<file path="config.mk">
export PLATFORM = sky130hd
export DESIGN_NAME = heating_step_response_estimator_core
export DESIGN_NICKNAME = d
export VERILOG_FILES = /design/src/rtl/hsre_pkg.sv /design/src/rtl/hsre_div.sv /design/src/rtl/heating_step_response_estimator_core.sv
export SDC_FILE = /design/constraint.sdc
export NUM_CORES = 2
export LEC_CHECK = 0
export BUFFER_PORTS_ARGS = -buffer_cell sky130_fd_sc_hd__buf_2
export CAP_MARGIN = 20
export CORE_MARGIN = 10
export CORE_UTILIZATION = 35
export CTS_BUF_LIST = sky130_fd_sc_hd__clkbuf_8
export DETAILED_ROUTE_END_ITERATION = 16
export RECOVER_POWER = 50
export SYNTH_ARGS = -nofsm -noshare
export SYNTH_HDL_FRONTEND = slang
export SYNTH_SLANG_ARGS = --single-unit
</file>
<file path="constraint.sdc">
create_clock -name clock -period 31 [get_ports clock]
set_input_delay 3.1 -clock clock [delete_from_list [all_inputs] [get_ports clock]]
set_output_delay 3.1 -clock clock [all_outputs]
set_load 0.05 [all_outputs]
</file>
<file path="src/rtl/hsre_pkg.sv">
// Shared types, constants and helper functions of the heating step-response estimator.
// Used by hsre_div and heating_step_response_estimator_core; depends on nothing else.
package hsre_pkg;

   localparam int RING_DEPTH        = 10;
   localparam int RING_IDX_W        = $clog2(RING_DEPTH);
   localparam int RING_CNT_W        = $clog2(RING_DEPTH + 1);
   localparam int HEAT_RATE_SAMPLES = 10;
   localparam int HEAT_CNT_W        = 4;

   // Shared divider: unsigned dividend and divisor widths.
   localparam int DVD_W     = 56;
   localparam int DVS_W     = 40;
   localparam int DIV_CNT_W = $clog2(DVD_W);

   // Median keys are all fields widened to one signed width.
   localparam int KEY_W = 33;

   localparam int MIN_DT_MS         = 500;
   localparam int RATE_MIN          = 1678;
   localparam int HEAT_RATE_DEFAULT = 16777;
   localparam int COOL_RATE_DEFAULT = 8389;
   localparam int ONE_DEGC          = 256;
   localparam int DRIVE_MIN         = 25;
   localparam int TAU_HEAT_DEFAULT  = 3600;
   localparam int TAU_MIN           = 300;
   localparam int TAU_HEAT_MAX      = 36000;
   localparam int TAU_COOL_MAX      = 72000;
   localparam int GAIN_MAX          = 65535;
   localparam int STABLE_MAX        = 255;
   localparam logic [23:0] COOL_COUNT_MAX = 24'hFFFFFF;
   localparam logic [31:0] RATE_SAT       = 32'hFFFF_FFFF;

   localparam logic [11:0] SETTLE_BAND_RST   = 12'd77;
   localparam logic [11:0] MIN_RISE_RST      = 12'd51;
   localparam logic [7:0]  SETTLE_NEEDED_RST = 8'd5;

   typedef enum logic [1:0] {
      CSR_SETTLE_BAND   = 2'd0,
      CSR_MIN_RISE      = 2'd1,
      CSR_SETTLE_NEEDED = 2'd2
   } csr_index_type;

   typedef enum logic [1:0] {
      PHASE_IDLE   = 2'd0,
      PHASE_HEAT   = 2'd1,
      PHASE_SETTLE = 2'd2
   } phase_type;

   typedef enum logic [5:0] {
      ST_IDLE = 6'b000001,
      ST_EVAL = 6'b000010,
      ST_LOAD = 6'b000100,
      ST_WAIT = 6'b001000,
      ST_MED  = 6'b010000,
      ST_OUT  = 6'b100000
   } state_type;

   typedef enum logic [3:0] {
      OP_COOL = 4'd0,
      OP_HEAT = 4'd1,
      OP_GAIN = 4'd2,
      OP_HAVG = 4'd3,
      OP_TAUH = 4'd4,
      OP_CAVG = 4'd5,
      OP_TAUC = 4'd6,
      OP_RING = 4'd7,
      OP_MED  = 4'd8
   } op_type;

   typedef enum logic [2:0] {
      MF_GAIN = 3'd0,
      MF_TAUH = 3'd1,
      MF_TAUC = 3'd2,
      MF_DEAD = 3'd3,
      MF_OUTS = 3'd4
   } field_type;

   // First outstanding arithmetic step of an item.
   function automatic op_type first_op(input logic cool, input logic heat, input logic fin);
      op_type r;
      if (cool) r = OP_COOL;
      else if (heat) r = OP_HEAT;
      else if (fin) r = OP_GAIN;
      else r = OP_MED;
      return r;
   endfunction

   function automatic logic [16:0] abs17(input logic signed [16:0] v);
      return v[16] ? 17'(-v) : 17'(v);
   endfunction

   function automatic logic [39:0] abs40(input logic signed [39:0] v);
      return v[39] ? 40'(-v) : 40'(v);
   endfunction

   // Q8.8 difference times 65536000, the scale that gives 2^-24 degC/s over ms.
   function automatic logic [DVD_W-1:0] scale_rate(input logic [16:0] m);
      logic [DVD_W-1:0] e;
      e = {{(DVD_W-17){1'b0}}, m};
      return (e << 26) - (e << 20) - (e << 19);
   endfunction

   function automatic logic [16:0] clamp17(input logic signed [56:0] v,
                                           input logic [16:0] lo, input logic [16:0] hi);
      logic [16:0] r;
      if (v < $signed({40'b0, lo})) r = lo;
      else if (v > $signed({40'b0, hi})) r = hi;
      else r = v[16:0];
      return r;
   endfunction

endpackage

</file>
<file path="src/rtl/hsre_div.sv">
// Restoring unsigned divider, one quotient bit per cycle, shared by all divisions.
// Depends on hsre_pkg for the operand widths.
module hsre_div (
   input  logic                           clock,
   input  logic                           reset,
   input  logic                           start,
   input  logic [hsre_pkg::DVD_W-1:0]     dividend,
   input  logic [hsre_pkg::DVS_W-1:0]     divisor,
   output logic                           done,
   output logic [hsre_pkg::DVD_W-1:0]     quotient
);

   logic                             run_ff;
   logic                             done_ff;
   logic [hsre_pkg::DIV_CNT_W-1:0]   cnt_ff;
   logic [hsre_pkg::DVS_W-1:0]       rem_ff;
   logic [hsre_pkg::DVS_W-1:0]       dvs_ff;
   logic [hsre_pkg::DVD_W-1:0]       quo_ff;
   logic [hsre_pkg::DVS_W:0]         trial;
   logic [hsre_pkg::DVS_W:0]         diff;
   logic                             fits;
   logic [hsre_pkg::DVS_W-1:0]       rem_in;

   assign trial  = {rem_ff, quo_ff[hsre_pkg::DVD_W-1]};
   assign fits   = trial >= {1'b0, dvs_ff};
   assign diff   = trial - {1'b0, dvs_ff};
   assign rem_in = fits ? diff[hsre_pkg::DVS_W-1:0] : trial[hsre_pkg::DVS_W-1:0];

   always_ff @(posedge clock) begin
      if (reset) begin
         run_ff  <= 1'b0;
         done_ff <= 1'b0;
         cnt_ff  <= '0;
      end else begin
         done_ff <= 1'b0;
         if (start) begin
            run_ff <= 1'b1;
            cnt_ff <= hsre_pkg::DIV_CNT_W'(hsre_pkg::DVD_W - 1);
         end else if (run_ff) begin
            if (cnt_ff == '0) begin
               run_ff  <= 1'b0;
               done_ff <= 1'b1;
            end else begin
               cnt_ff <= cnt_ff - 1'b1;
            end
         end
      end
   end

   // The dividend shifts out at the top while quotient bits shift in below.
   always_ff @(posedge clock) begin
      if (start) begin
         rem_ff <= '0;
         quo_ff <= dividend;
         dvs_ff <= divisor;
      end else if (run_ff) begin
         rem_ff <= rem_in;
         quo_ff <= {quo_ff[hsre_pkg::DVD_W-2:0], fits};
      end
   end

   assign done     = done_ff;
   assign quotient = quo_ff;

endmodule

</file>
<file path="src/rtl/heating_step_response_estimator_core.sv">
// Heating step-response estimator: phase machine, event parameters and ring medians.
// Depends on hsre_pkg and hsre_div.
//
// Use: each beat on the req_ channel is one heating sample (action 0) or a clear
// (action 1). Every accepted beat yields exactly one beat on the rsp_ channel with
// the medians over the event ring, the number of stored events and the phase.
// req_stall is high while an item is being worked on; the block takes one item
// at a time. Each division goes through the shared 56-step divider, a sample can need
// two rate divisions, a settled event five more, and the medians visit every stored
// event once for each of the five fields.
// A finished result waits in the output register while rsp_stall is high; the
// next item may still be accepted, and its result is held back until the
// previous beat has been taken.
// The csr_ channel writes the settle band, the minimum rise and the settle count
// and is always ready; it is meant to be written while the block is idle.
// A synchronous reset empties the ring, returns to the idle phase and restores
// the register defaults; rsp_valid is low after reset.
module heating_step_response_estimator_core (
   input  logic               clock,
   input  logic               reset,
   input  logic               req_valid,
   output logic               req_stall,
   input  logic               req_action,
   input  logic signed [15:0] req_room_temp,
   input  logic signed [15:0] req_target_temp,
   input  logic               req_flame_on,
   input  logic               req_hot_water_active,
   input  logic signed [15:0] req_outside_temp,
   input  logic [31:0]        req_now_ms,
   output logic               rsp_valid,
   input  logic               rsp_stall,
   output logic [15:0]        rsp_gain_median,
   output logic [15:0]        rsp_tau_heat_median_s,
   output logic [16:0]        rsp_tau_cool_median_s,
   output logic [31:0]        rsp_dead_time_median_ms,
   output logic signed [15:0] rsp_outside_typical,
   output logic [3:0]         rsp_events_stored,
   output logic [1:0]         rsp_phase,
   input  logic               csr_valid,
   output logic               csr_ready,
   input  logic [1:0]         csr_index,
   input  logic [11:0]        csr_wdata
);

   localparam int RW = hsre_pkg::RING_IDX_W;
   localparam int CW = hsre_pkg::RING_CNT_W;
   localparam int KW = hsre_pkg::KEY_W;

   hsre_pkg::state_type state_ff;
   hsre_pkg::op_type    op_ff;
   hsre_pkg::phase_type phase_ff;
   hsre_pkg::field_type fld_ff;

   logic               in_action_ff, in_flame_ff, in_hw_ff;
   logic signed [15:0] in_room_ff, in_target_ff, in_outside_ff;
   logic [31:0]        in_now_ff;

   logic [11:0] band_ff, min_rise_ff;
   logic [7:0]  needed_ff;

   logic               last_flame_ff, last_hw_ff, rise_seen_ff;
   logic signed [15:0] last_room_ff, start_room_ff, setpoint_ff, peak_ff;
   logic [31:0]        last_time_ff, flame_start_ff, first_rise_ff;
   logic signed [39:0] heat_sum_ff;
   logic [hsre_pkg::HEAT_CNT_W-1:0] heat_cnt_ff;
   logic [55:0]        cool_sum_ff;
   logic [23:0]        cool_cnt_ff;
   logic [7:0]         stable_ff;

   logic               need_cool_ff, need_heat_ff, need_fin_ff, neg_ff;
   logic signed [16:0] rdiff_ff, num_ff;
   logic [31:0]        dt_ff;
   logic [15:0]        gain_ff, tauh_ff;
   logic [16:0]        tauc_ff;
   logic signed [40:0] avg_ff;

   logic [15:0]        ring_gain [hsre_pkg::RING_DEPTH];
   logic [15:0]        ring_tauh [hsre_pkg::RING_DEPTH];
   logic [16:0]        ring_tauc [hsre_pkg::RING_DEPTH];
   logic [31:0]        ring_dead [hsre_pkg::RING_DEPTH];
   logic signed [15:0] ring_outs [hsre_pkg::RING_DEPTH];
   logic [RW-1:0]      head_ff;
   logic [CW-1:0]      count_ff;

   logic [RW-1:0]        idx_ff;
   logic signed [KW-1:0] lo_ff, hi_ff;
   logic signed [KW-1:0] med_gain_ff, med_tauh_ff, med_tauc_ff, med_dead_ff, med_outs_ff;

   logic               rsp_valid_ff;
   logic [15:0]        rsp_gain_ff, rsp_tauh_ff;
   logic [16:0]        rsp_tauc_ff;
   logic [31:0]        rsp_dead_ff;
   logic signed [15:0] rsp_outs_ff;
   logic [3:0]         rsp_events_ff;
   logic [1:0]         rsp_phase_ff;

   // ---------------------------------------------------------------- sample evaluation
   logic [31:0]        dt_w;
   logic signed [16:0] room17, last17, tgt17, start17, peak17, set17, out17;
   logic signed [16:0] rdiff_w, rise_w, drv_w, err_w;
   logic signed [17:0] room18, tgt_lo_w, err18, nerr18, band18, out_hi_w;
   logic signed [18:0] rise4_w, drv19_w;
   logic               start_ev, rise_hit, heat_ok, in_band, fin_w, cool_pre;
   logic [7:0]         stable_inc, stable_new;

   always_comb begin
      dt_w     = in_now_ff - last_time_ff;
      room17   = {in_room_ff[15], in_room_ff};
      last17   = {last_room_ff[15], last_room_ff};
      tgt17    = {in_target_ff[15], in_target_ff};
      start17  = {start_room_ff[15], start_room_ff};
      peak17   = {peak_ff[15], peak_ff};
      set17    = {setpoint_ff[15], setpoint_ff};
      out17    = {in_outside_ff[15], in_outside_ff};
      rdiff_w  = room17 - last17;
      rise_w   = room17 - start17;
      drv_w    = tgt17 - start17;
      err_w    = room17 - tgt17;
      room18   = {room17[16], room17};
      band18   = $signed({6'b0, band_ff});
      tgt_lo_w = $signed({tgt17[16], tgt17}) - band18;
      err18    = {err_w[16], err_w};
      nerr18   = -err18;
      out_hi_w = $signed({out17[16], out17}) + 18'(hsre_pkg::ONE_DEGC);
      rise4_w  = $signed({rise_w, 2'b00});
      drv19_w  = {{2{drv_w[16]}}, drv_w};
      start_ev = in_flame_ff && !last_flame_ff && (room18 < tgt_lo_w);
      rise_hit = !rise_seen_ff && (rise_w > $signed({5'b0, min_rise_ff}));
      heat_ok  = (heat_cnt_ff < hsre_pkg::HEAT_CNT_W'(hsre_pkg::HEAT_RATE_SAMPLES))
                 && (rise4_w < drv19_w);
      in_band  = (err18 <= band18) && (nerr18 <= band18);
      stable_inc = (stable_ff == 8'(hsre_pkg::STABLE_MAX)) ? stable_ff : stable_ff + 8'd1;
      stable_new = in_band ? stable_inc : 8'd0;
      fin_w      = stable_new >= needed_ff;
      cool_pre   = !in_flame_ff && rdiff_w[16] && (room18 > out_hi_w)
                   && (cool_cnt_ff != hsre_pkg::COOL_COUNT_MAX);
   end

   // ---------------------------------------------------------------- divider operands
   logic signed [16:0] rise_f, drive_f, delta_f;
   logic               div_go, div_neg, div_done;
   logic [hsre_pkg::DVD_W-1:0] dvd, quo;
   logic [hsre_pkg::DVS_W-1:0] dvs;
   logic signed [56:0] sq;
   logic               avg_ok;

   assign rise_f  = peak17 - start17;
   assign drive_f = set17 - start17;
   assign delta_f = peak17 - out17;
   assign avg_ok  = avg_ff >= 41'(hsre_pkg::RATE_MIN);
   assign sq      = neg_ff ? -$signed({1'b0, quo}) : $signed({1'b0, quo});

   always_comb begin
      div_go  = 1'b0;
      div_neg = 1'b0;
      dvd     = '0;
      dvs     = '0;
      if (state_ff == hsre_pkg::ST_LOAD) begin
         unique case (op_ff)
            hsre_pkg::OP_COOL: begin
               div_go = 1'b1;
               dvd    = hsre_pkg::scale_rate(hsre_pkg::abs17(rdiff_ff));
               dvs    = {8'b0, dt_ff};
            end
            hsre_pkg::OP_HEAT: begin
               div_go  = 1'b1;
               div_neg = rdiff_ff[16];
               dvd     = hsre_pkg::scale_rate(hsre_pkg::abs17(rdiff_ff));
               dvs     = {8'b0, dt_ff};
            end
            hsre_pkg::OP_GAIN: begin
               if (drive_f > 17'sd25) begin
                  div_go  = 1'b1;
                  div_neg = rise_f[16];
                  dvd     = {31'b0, hsre_pkg::abs17(rise_f), 8'b0};
                  dvs     = {23'b0, drive_f};
               end
            end
            hsre_pkg::OP_HAVG: begin
               if (heat_cnt_ff != '0) begin
                  div_go  = 1'b1;
                  div_neg = heat_sum_ff[39];
                  dvd     = {16'b0, hsre_pkg::abs40(heat_sum_ff)};
                  dvs     = {36'b0, heat_cnt_ff};
               end
            end
            hsre_pkg::OP_TAUH: begin
               if (avg_ok && (num_ff > 17'sd0)) begin
                  div_go = 1'b1;
                  dvd    = {23'b0, num_ff, 16'b0};
                  dvs    = avg_ff[39:0];
               end
            end
            hsre_pkg::OP_CAVG: begin
               if (cool_cnt_ff != '0) begin
                  div_go = 1'b1;
                  dvd    = cool_sum_ff;
                  dvs    = {16'b0, cool_cnt_ff};
               end
            end
            hsre_pkg::OP_TAUC: begin
               if (avg_ok && (delta_f > 17'sd256)) begin
                  div_go = 1'b1;
                  dvd    = {23'b0, delta_f, 16'b0};
                  dvs    = avg_ff[39:0];
               end
            end
            default: begin
               div_go = 1'b0;
            end
         endcase
      end
   end

   hsre_div u_div (
      .clock    (clock),
      .reset    (reset),
      .start    (div_go),
      .dividend (dvd),
      .divisor  (dvs),
      .done     (div_done),
      .quotient (quo)
   );

   hsre_pkg::op_type next_op;

   always_comb begin
      unique case (op_ff)
         hsre_pkg::OP_COOL: next_op = hsre_pkg::first_op(1'b0, need_heat_ff, need_fin_ff);
         hsre_pkg::OP_HEAT: next_op = hsre_pkg::first_op(1'b0, 1'b0, need_fin_ff);
         hsre_pkg::OP_GAIN: next_op = hsre_pkg::OP_HAVG;
         hsre_pkg::OP_HAVG: next_op = hsre_pkg::OP_TAUH;
         hsre_pkg::OP_TAUH: next_op = hsre_pkg::OP_CAVG;
         hsre_pkg::OP_CAVG: next_op = hsre_pkg::OP_TAUC;
         hsre_pkg::OP_TAUC: next_op = hsre_pkg::OP_RING;
         default:           next_op = hsre_pkg::OP_MED;
      endcase
   end

   // ---------------------------------------------------------------- median by rank
   logic signed [KW-1:0] keys [hsre_pkg::RING_DEPTH];
   logic signed [KW-1:0] cand, lo_in, hi_in;
   logic signed [KW:0]   med_sum;
   logic [CW:0]          less_w, eq_w, k_lo, k_hi;
   logic                 last_idx;

   always_comb begin
      for (int j = 0; j < hsre_pkg::RING_DEPTH; j++) begin
         unique case (fld_ff)
            hsre_pkg::MF_GAIN: keys[j] = $signed({17'b0, ring_gain[j]});
            hsre_pkg::MF_TAUH: keys[j] = $signed({17'b0, ring_tauh[j]});
            hsre_pkg::MF_TAUC: keys[j] = $signed({16'b0, ring_tauc[j]});
            hsre_pkg::MF_DEAD: keys[j] = $signed({1'b0, ring_dead[j]});
            default:           keys[j] = {{17{ring_outs[j][15]}}, ring_outs[j]};
         endcase
      end
      cand   = keys[idx_ff];
      less_w = '0;
      eq_w   = '0;
      for (int j = 0; j < hsre_pkg::RING_DEPTH; j++) begin
         if (CW'(j) < count_ff) begin
            less_w = less_w + {{CW{1'b0}}, keys[j] < cand};
            eq_w   = eq_w + {{CW{1'b0}}, keys[j] == cand};
         end
      end
      k_lo     = {1'b0, count_ff - 1'b1} >> 1;
      k_hi     = {1'b0, count_ff} >> 1;
      lo_in    = ((less_w <= k_lo) && (k_lo < less_w + eq_w)) ? cand : lo_ff;
      hi_in    = ((less_w <= k_hi) && (k_hi < less_w + eq_w)) ? cand : hi_ff;
      // Floor of the mean of the two middle values; for an odd count both are the same.
      med_sum  = {lo_in[KW-1], lo_in} + {hi_in[KW-1], hi_in};
      last_idx = ({1'b0, idx_ff} == {1'b0, count_ff} - 1'b1);
   end

   // ---------------------------------------------------------------- sequencer and state
   always_ff @(posedge clock) begin
      if (reset) begin
         state_ff      <= hsre_pkg::ST_IDLE;
         op_ff         <= hsre_pkg::OP_MED;
         phase_ff      <= hsre_pkg::PHASE_IDLE;
         band_ff       <= hsre_pkg::SETTLE_BAND_RST;
         min_rise_ff   <= hsre_pkg::MIN_RISE_RST;
         needed_ff     <= hsre_pkg::SETTLE_NEEDED_RST;
         last_flame_ff <= 1'b0;
         last_hw_ff    <= 1'b0;
         rise_seen_ff  <= 1'b0;
         last_room_ff  <= '0;
         start_room_ff <= '0;
         setpoint_ff   <= '0;
         peak_ff       <= '0;
         last_time_ff  <= '0;
         flame_start_ff <= '0;
         first_rise_ff <= '0;
         heat_sum_ff   <= '0;
         heat_cnt_ff   <= '0;
         cool_sum_ff   <= '0;
         cool_cnt_ff   <= '0;
         stable_ff     <= '0;
         head_ff       <= '0;
         count_ff      <= '0;
         rsp_valid_ff  <= 1'b0;
      end else begin
         if (csr_valid) begin
            case (csr_index)
               hsre_pkg::CSR_SETTLE_BAND:   band_ff     <= csr_wdata;
               hsre_pkg::CSR_MIN_RISE:      min_rise_ff <= csr_wdata;
               hsre_pkg::CSR_SETTLE_NEEDED: needed_ff   <= csr_wdata[7:0];
               default: ;
            endcase
         end
         if (rsp_valid_ff && !rsp_stall) begin
            rsp_valid_ff <= 1'b0;
         end

         unique case (state_ff)
            hsre_pkg::ST_IDLE: begin
               if (req_valid) begin
                  state_ff <= hsre_pkg::ST_EVAL;
               end
            end

            hsre_pkg::ST_EVAL: begin
               state_ff     <= hsre_pkg::ST_LOAD;
               op_ff        <= hsre_pkg::OP_MED;
               need_cool_ff <= 1'b0;
               need_heat_ff <= 1'b0;
               need_fin_ff  <= 1'b0;
               rdiff_ff     <= rdiff_w;
               dt_ff        <= dt_w;
               if (in_action_ff) begin
                  phase_ff      <= hsre_pkg::PHASE_IDLE;
                  head_ff       <= '0;
                  count_ff      <= '0;
                  last_flame_ff <= 1'b0;
                  last_hw_ff    <= 1'b0;
                  last_time_ff  <= in_now_ff;
               end else if (in_hw_ff) begin
                  if (!last_hw_ff) phase_ff <= hsre_pkg::PHASE_IDLE;
                  last_flame_ff <= in_flame_ff;
                  last_hw_ff    <= 1'b1;
                  last_room_ff  <= in_room_ff;
                  last_time_ff  <= in_now_ff;
               end else if (dt_w >= 32'(hsre_pkg::MIN_DT_MS)) begin
                  unique case (phase_ff)
                     hsre_pkg::PHASE_IDLE: begin
                        if (start_ev) begin
                           start_room_ff  <= in_room_ff;
                           setpoint_ff    <= in_target_ff;
                           flame_start_ff <= in_now_ff;
                           first_rise_ff  <= '0;
                           rise_seen_ff   <= 1'b0;
                           peak_ff        <= in_room_ff;
                           heat_sum_ff    <= '0;
                           heat_cnt_ff    <= '0;
                           cool_sum_ff    <= '0;
                           cool_cnt_ff    <= '0;
                           phase_ff       <= hsre_pkg::PHASE_HEAT;
                        end
                     end
                     hsre_pkg::PHASE_HEAT: begin
                        if (rise_hit) begin
                           first_rise_ff <= in_now_ff;
                           rise_seen_ff  <= 1'b1;
                        end
                        if (in_room_ff > peak_ff) peak_ff <= in_room_ff;
                        need_heat_ff <= heat_ok;
                        if (!in_flame_ff && last_flame_ff) begin
                           phase_ff <= hsre_pkg::PHASE_IDLE;
                        end else if (room18 >= tgt_lo_w) begin
                           stable_ff <= 8'd1;
                           phase_ff  <= hsre_pkg::PHASE_SETTLE;
                        end
                     end
                     default: begin
                        if (in_room_ff > peak_ff) peak_ff <= in_room_ff;
                        stable_ff   <= stable_new;
                        need_fin_ff <= fin_w;
                        if (fin_w) begin
                           phase_ff <= hsre_pkg::PHASE_IDLE;
                        end else if ((room18 < tgt_lo_w) && in_flame_ff) begin
                           phase_ff <= hsre_pkg::PHASE_HEAT;
                        end
                     end
                  endcase
                  need_cool_ff  <= cool_pre;
                  op_ff         <= hsre_pkg::first_op(cool_pre,
                                      (phase_ff == hsre_pkg::PHASE_HEAT) && heat_ok,
                                      (phase_ff == hsre_pkg::PHASE_SETTLE) && fin_w);
                  last_flame_ff <= in_flame_ff;
                  last_hw_ff    <= 1'b0;
                  last_room_ff  <= in_room_ff;
                  last_time_ff  <= in_now_ff;
               end
            end

            hsre_pkg::ST_LOAD: begin
               if (div_go) begin
                  neg_ff   <= div_neg;
                  state_ff <= hsre_pkg::ST_WAIT;
                  if (op_ff == hsre_pkg::OP_GAIN) num_ff <= rise_f;
               end else begin
                  op_ff <= next_op;
                  unique case (op_ff)
                     hsre_pkg::OP_GAIN: begin
                        gain_ff <= 16'(hsre_pkg::ONE_DEGC);
                        num_ff  <= drive_f;
                     end
                     hsre_pkg::OP_HAVG: avg_ff <= 41'(hsre_pkg::HEAT_RATE_DEFAULT);
                     hsre_pkg::OP_TAUH: begin
                        tauh_ff <= avg_ok ? 16'(hsre_pkg::TAU_MIN)
                                          : 16'(hsre_pkg::TAU_HEAT_DEFAULT);
                     end
                     hsre_pkg::OP_CAVG: avg_ff <= 41'(hsre_pkg::COOL_RATE_DEFAULT);
                     hsre_pkg::OP_TAUC: begin
                        tauc_ff <= 17'(({2'b0, tauh_ff} + {1'b0, tauh_ff, 1'b0}) >> 1);
                     end
                     hsre_pkg::OP_RING: begin
                        ring_gain[head_ff] <= gain_ff;
                        ring_tauh[head_ff] <= tauh_ff;
                        ring_tauc[head_ff] <= tauc_ff;
                        ring_dead[head_ff] <= rise_seen_ff ? first_rise_ff - flame_start_ff
                                                           : 32'd0;
                        ring_outs[head_ff] <= in_outside_ff;
                        head_ff <= (head_ff == RW'(hsre_pkg::RING_DEPTH - 1)) ? '0
                                   : head_ff + 1'b1;
                        if (count_ff != CW'(hsre_pkg::RING_DEPTH)) count_ff <= count_ff + 1'b1;
                     end
                     hsre_pkg::OP_MED: begin
                        fld_ff <= hsre_pkg::MF_GAIN;
                        idx_ff <= '0;
                        if (count_ff == '0) begin
                           med_gain_ff <= '0;
                           med_tauh_ff <= '0;
                           med_tauc_ff <= '0;
                           med_dead_ff <= '0;
                           med_outs_ff <= '0;
                           state_ff    <= hsre_pkg::ST_OUT;
                        end else begin
                           state_ff <= hsre_pkg::ST_MED;
                        end
                     end
                     default: ;
                  endcase
               end
            end

            hsre_pkg::ST_WAIT: begin
               if (div_done) begin
                  op_ff    <= next_op;
                  state_ff <= hsre_pkg::ST_LOAD;
                  unique case (op_ff)
                     hsre_pkg::OP_COOL: begin
                        if (sq >= 57'(hsre_pkg::RATE_MIN)) begin
                           cool_sum_ff <= cool_sum_ff + {24'b0,
                              (sq > $signed({25'b0, hsre_pkg::RATE_SAT})) ? hsre_pkg::RATE_SAT
                                                                          : sq[31:0]};
                           cool_cnt_ff <= cool_cnt_ff + 24'd1;
                        end
                     end
                     hsre_pkg::OP_HEAT: begin
                        heat_sum_ff <= heat_sum_ff + $signed(sq[39:0]);
                        heat_cnt_ff <= heat_cnt_ff + 1'b1;
                     end
                     hsre_pkg::OP_GAIN: begin
                        gain_ff <= 16'(hsre_pkg::clamp17(sq, 17'd0, 17'(hsre_pkg::GAIN_MAX)));
                     end
                     hsre_pkg::OP_TAUH: begin
                        tauh_ff <= 16'(hsre_pkg::clamp17(sq, 17'(hsre_pkg::TAU_MIN),
                                                         17'(hsre_pkg::TAU_HEAT_MAX)));
                     end
                     hsre_pkg::OP_TAUC: begin
                        tauc_ff <= hsre_pkg::clamp17(sq, 17'(hsre_pkg::TAU_MIN),
                                                     17'(hsre_pkg::TAU_COOL_MAX));
                     end
                     default: avg_ff <= sq[40:0];
                  endcase
               end
            end

            hsre_pkg::ST_MED: begin
               lo_ff <= lo_in;
               hi_ff <= hi_in;
               if (last_idx) begin
                  idx_ff <= '0;
                  unique case (fld_ff)
                     hsre_pkg::MF_GAIN: begin
                        med_gain_ff <= med_sum[KW:1];
                        fld_ff      <= hsre_pkg::MF_TAUH;
                     end
                     hsre_pkg::MF_TAUH: begin
                        med_tauh_ff <= med_sum[KW:1];
                        fld_ff      <= hsre_pkg::MF_TAUC;
                     end
                     hsre_pkg::MF_TAUC: begin
                        med_tauc_ff <= med_sum[KW:1];
                        fld_ff      <= hsre_pkg::MF_DEAD;
                     end
                     hsre_pkg::MF_DEAD: begin
                        med_dead_ff <= med_sum[KW:1];
                        fld_ff      <= hsre_pkg::MF_OUTS;
                     end
                     default: begin
                        med_outs_ff <= med_sum[KW:1];
                        state_ff    <= hsre_pkg::ST_OUT;
                     end
                  endcase
               end else begin
                  idx_ff <= idx_ff + 1'b1;
               end
            end

            default: begin
               // Hand the result over once the output register is free.
               if (!rsp_valid_ff || !rsp_stall) begin
                  rsp_valid_ff <= 1'b1;
                  state_ff     <= hsre_pkg::ST_IDLE;
               end
            end
         endcase
      end
   end

   // Input capture and result register payload.
   always_ff @(posedge clock) begin
      if (state_ff == hsre_pkg::ST_IDLE && req_valid) begin
         in_action_ff  <= req_action;
         in_room_ff    <= req_room_temp;
         in_target_ff  <= req_target_temp;
         in_flame_ff   <= req_flame_on;
         in_hw_ff      <= req_hot_water_active;
         in_outside_ff <= req_outside_temp;
         in_now_ff     <= req_now_ms;
      end
      if (state_ff == hsre_pkg::ST_OUT && (!rsp_valid_ff || !rsp_stall)) begin
         rsp_gain_ff   <= med_gain_ff[15:0];
         rsp_tauh_ff   <= med_tauh_ff[15:0];
         rsp_tauc_ff   <= med_tauc_ff[16:0];
         rsp_dead_ff   <= med_dead_ff[31:0];
         rsp_outs_ff   <= med_outs_ff[15:0];
         rsp_events_ff <= 4'(count_ff);
         rsp_phase_ff  <= phase_ff;
      end
   end

   assign req_stall               = (state_ff != hsre_pkg::ST_IDLE);
   assign csr_ready               = 1'b1;
   assign rsp_valid               = rsp_valid_ff;
   assign rsp_gain_median         = rsp_gain_ff;
   assign rsp_tau_heat_median_s   = rsp_tauh_ff;
   assign rsp_tau_cool_median_s   = rsp_tauc_ff;
   assign rsp_dead_time_median_ms = rsp_dead_ff;
   assign rsp_outside_typical     = rsp_outs_ff;
   assign rsp_events_stored       = rsp_events_ff;
   assign rsp_phase               = rsp_phase_ff;

endmodule
</file>
==> results.yml <==
outcome:
  status: "finished with violations"
  violations: "capacitance limit, slew limit"
final_layout:
  mostFrequentLayoutCell: "edfxtp_1"
  fin_cells: 15300
  nets: 11900
  drive_gt1_share_pct: 9.34
  area_delta_synth_final_pct: 11.6
  fin_area_sq_mm: 0.123
  final_cell_mix: "edfxtp_1, nand2_1, ha_1, nor2_1, inv_1"
cts:
  clkTransAtPathRegs_ns: 0.06
  clk_path_buf_depth: 4
  insertion_delay_ns: 1.11
  hold_buffers: 0
  clock-sinks: 1977
  cts_setup_buffers: 0
  clockRootBuffer: "clkbuf_8"
  cts_buffers: 348
  cts-resized-gates: 0
  htreeDepth: 5
  cts_tree: "built"
timing:
  clock_skew_ns: 0.115
  worst_slew_pin_slew_ns: 7.43
  clock.fmax_mhz: 44.3
  min_period_ns: 22.59
  rsz0062_at_grt: "false"
  fin_setup_tns_ns: 0
  setup_viol_count_final: 0
  whs_ns: 0.403
  fin_crit_sh_pct: 72.9
  maxSlewHeadroom_pct: -395
  hold_viol: 0
  maxSlewViolCount: 1185
placed_design:
  placed_area_sq_mm: 0.117
  portBuffers: 206
  hpwl_mm: 270
  gp_congestion: 0.972
  dp.cells: 14700
yosys:
  netlist_area_sq_mm: 0.111
  synth_edf_count: 1581
  synthFlopType: "edfxtp_1"
  syn_avg_cell_area_sq_um: 10.4
  synth_area_leader_cell: "edfxtp_1"
  syn_inst: 10600
  synth.distinct_cells: 102
  synth_seq_cells: 1977
  async_flop_share_pct: 0
  synth_top_area_share_pct: 42.9
  synth.area.top_cells: "edfxtp_1, ha_1, dfxtp_1"
  yosys_warnings: 0
  syn-num-nets: 11600
  synth-seq-area-share_pct: 50.1
drt:
  highest_layer: "met5"
  via_count: 85500
  wl_mm: 374
  routedWlPerCell_microns: 24.4
  postRouteAntennaNets: 0
  dr_wl_met3_mm: 31.7
  vias_per_cell: 5.57
  route.detailed.drc: 0
  dr.pass1.iters: 10
  drt_iter0_markers: 9406
  wl_met1_mm: 152
  met2_length_mm: 169
global_route:
  grt_pass1_vias: 81800
  grt_pass1_wl_mm: 548
  antenna_found_initial: 22
  overflow: 0
  grt_usage_pct: 21.1
  grt_max_degree: 99
hold_path:
  hp-class: "flop to flop"
die:
  ios: 208
  dieArea_sq_mm: 0.339
  core_area_sq_mm: 0.315
  die_w_microns: 582
  die_h_microns: 582
  num_rows: 206
  start_util_pct: 35.1
setup_path:
  critPathKind: "flop to flop"
  arrival_ns: 23.39
  cp_slowest_stage_delay_ns: 2.34
  required_ns: 31.80
  crit_fanout: 64
  endpoint_kind: "flop"
  reg2reg_slack_ns: 8.41
  startpoint_type: "flop"
  critPathSlowestCell: "clkbuf_1"
pwr:
  p_leak_nw: 48.2
  ir_worst_vdd_mv: 0.0426
  p_per_area_mw_per_mm2: 48.7
  p_total_mw: 6.01
run:
  cap_violations: 30
## kinds of logic (layout without fill, tap and decap cells)
logic type / count (synthesis) / in the layout / share of synthesized area, %
adder cells (fa/ha/maj): 896 / 896 / 10.2
buffers and inverters: 1086 / 1676 / 3.71
AO/OA/AOI/OAI: 2493 / 2493 / 14.4
multiplexers: 400 / 400 / 4.45
other: 1 / 11 / 0.00339
AND/OR/NAND/NOR: 3311 / 3311 / 13.7
XOR/XNOR: 423 / 423 / 3.37
flip-flops: 1977 / 1977 / 50.1
## worst max-delay path: cells and delay by family, from the launching register on
kind | cells | cell delay (ns)
multiplexers | 6 | 1.87
adder cells (fa/ha/maj) | 13 | 4.29
AO/OA/AOI/OAI | 35 | 6.85
AND/OR/NAND/NOR | 18 | 2.97
buffers and inverters | 10 | 5.23
XOR/XNOR | 3 | 0.53
flip-flops | 1 | 0.34
## path summary, 6_finish.rpt
kind	from	endpoint	cells past startpoint
max	fld_ff[0]$_SDFFCE_PN0P_	med_dead_ff[25]$_SDFFCE_PN0P_	85
min	med_tauc_ff[4]$_SDFFCE_PN0P_	rsp_tau_cool_median_s[4]$_DFFE_PP_	0
max reg2reg	fld_ff[0]$_SDFFCE_PN0P_	med_dead_ff[25]$_SDFFCE_PN0P_	85
min reg2reg	med_tauc_ff[4]$_SDFFCE_PN0P_	rsp_tau_cool_median_s[4]$_DFFE_PP_	0
## per-stage QoR
stage          utilization [%]  setup slack, ns
2_1_floorplan                -            13.98
3_3_place_gp              37.2            10.75
3_5_place_dp              37.2            10.60
4_1_cts                   39.3            10.49
5_1_grt                   39.2             6.61
6_report                  39.2             8.41
## sequential cells by signal, indices dropped and copies added (netlist names), 33 cells and up
register	cells
ring_dead	320
ring_tauc	170
ring_gain	160
ring_outs	160
ring_tauh	160
cool_sum_ff	56
u_div.quotient	56
avg_ff	41
heat_sum_ff	40
u_div.dvs_ff	40
u_div.rem_ff	40
hi_ff	33
lo_ff	33
## layout make-up
class	count	area [sq um]
Sequential cell	1977	55400
Clock inverter	252	1670
Tap cell	4160	5200
Fill cell	30700	191000
Clock buffer	378	5200
Inverter	641	2420
Antenna cell	10	25.0
Timing Repair Buffer	405	2190
Multi-Input combinational cell	7524	51300
## metal layers
layer	track usage (%)	vias up
met5	0	-
met4	10.7	2
met3	4.07	914
met2	33.7	3778
met1	27.2	41100
li1	-	39700
## power breakdown
| group | internal [mW] | switching, mW |
|---|---|---|
| logic | 0.240 | 0.389 |
| registers | 2.88 | 0.0678 |
| clock network | 1.26 | 1.16 |
| total | 4.39 | 1.62 |
## cell usage after synthesis, drive strengths merged (65+ instances only)
cell type	instances
nor3	140
clkbuf	390
o21ai	572
a21o	204
inv	637
nor2	830
mux2	171
and3	68
mux2i	173
nand2b	119
o31ai	79
ha	880
a22oi	130
nand3	197
xnor2	278
o21a	65
nor2b	117
edfxtp	1581
nand4	147
a222oi	101
xor2	143
a21oi	722
dfxtp	396
nand2	1342
a31oi	160
(Power assumes the default switching activity.)
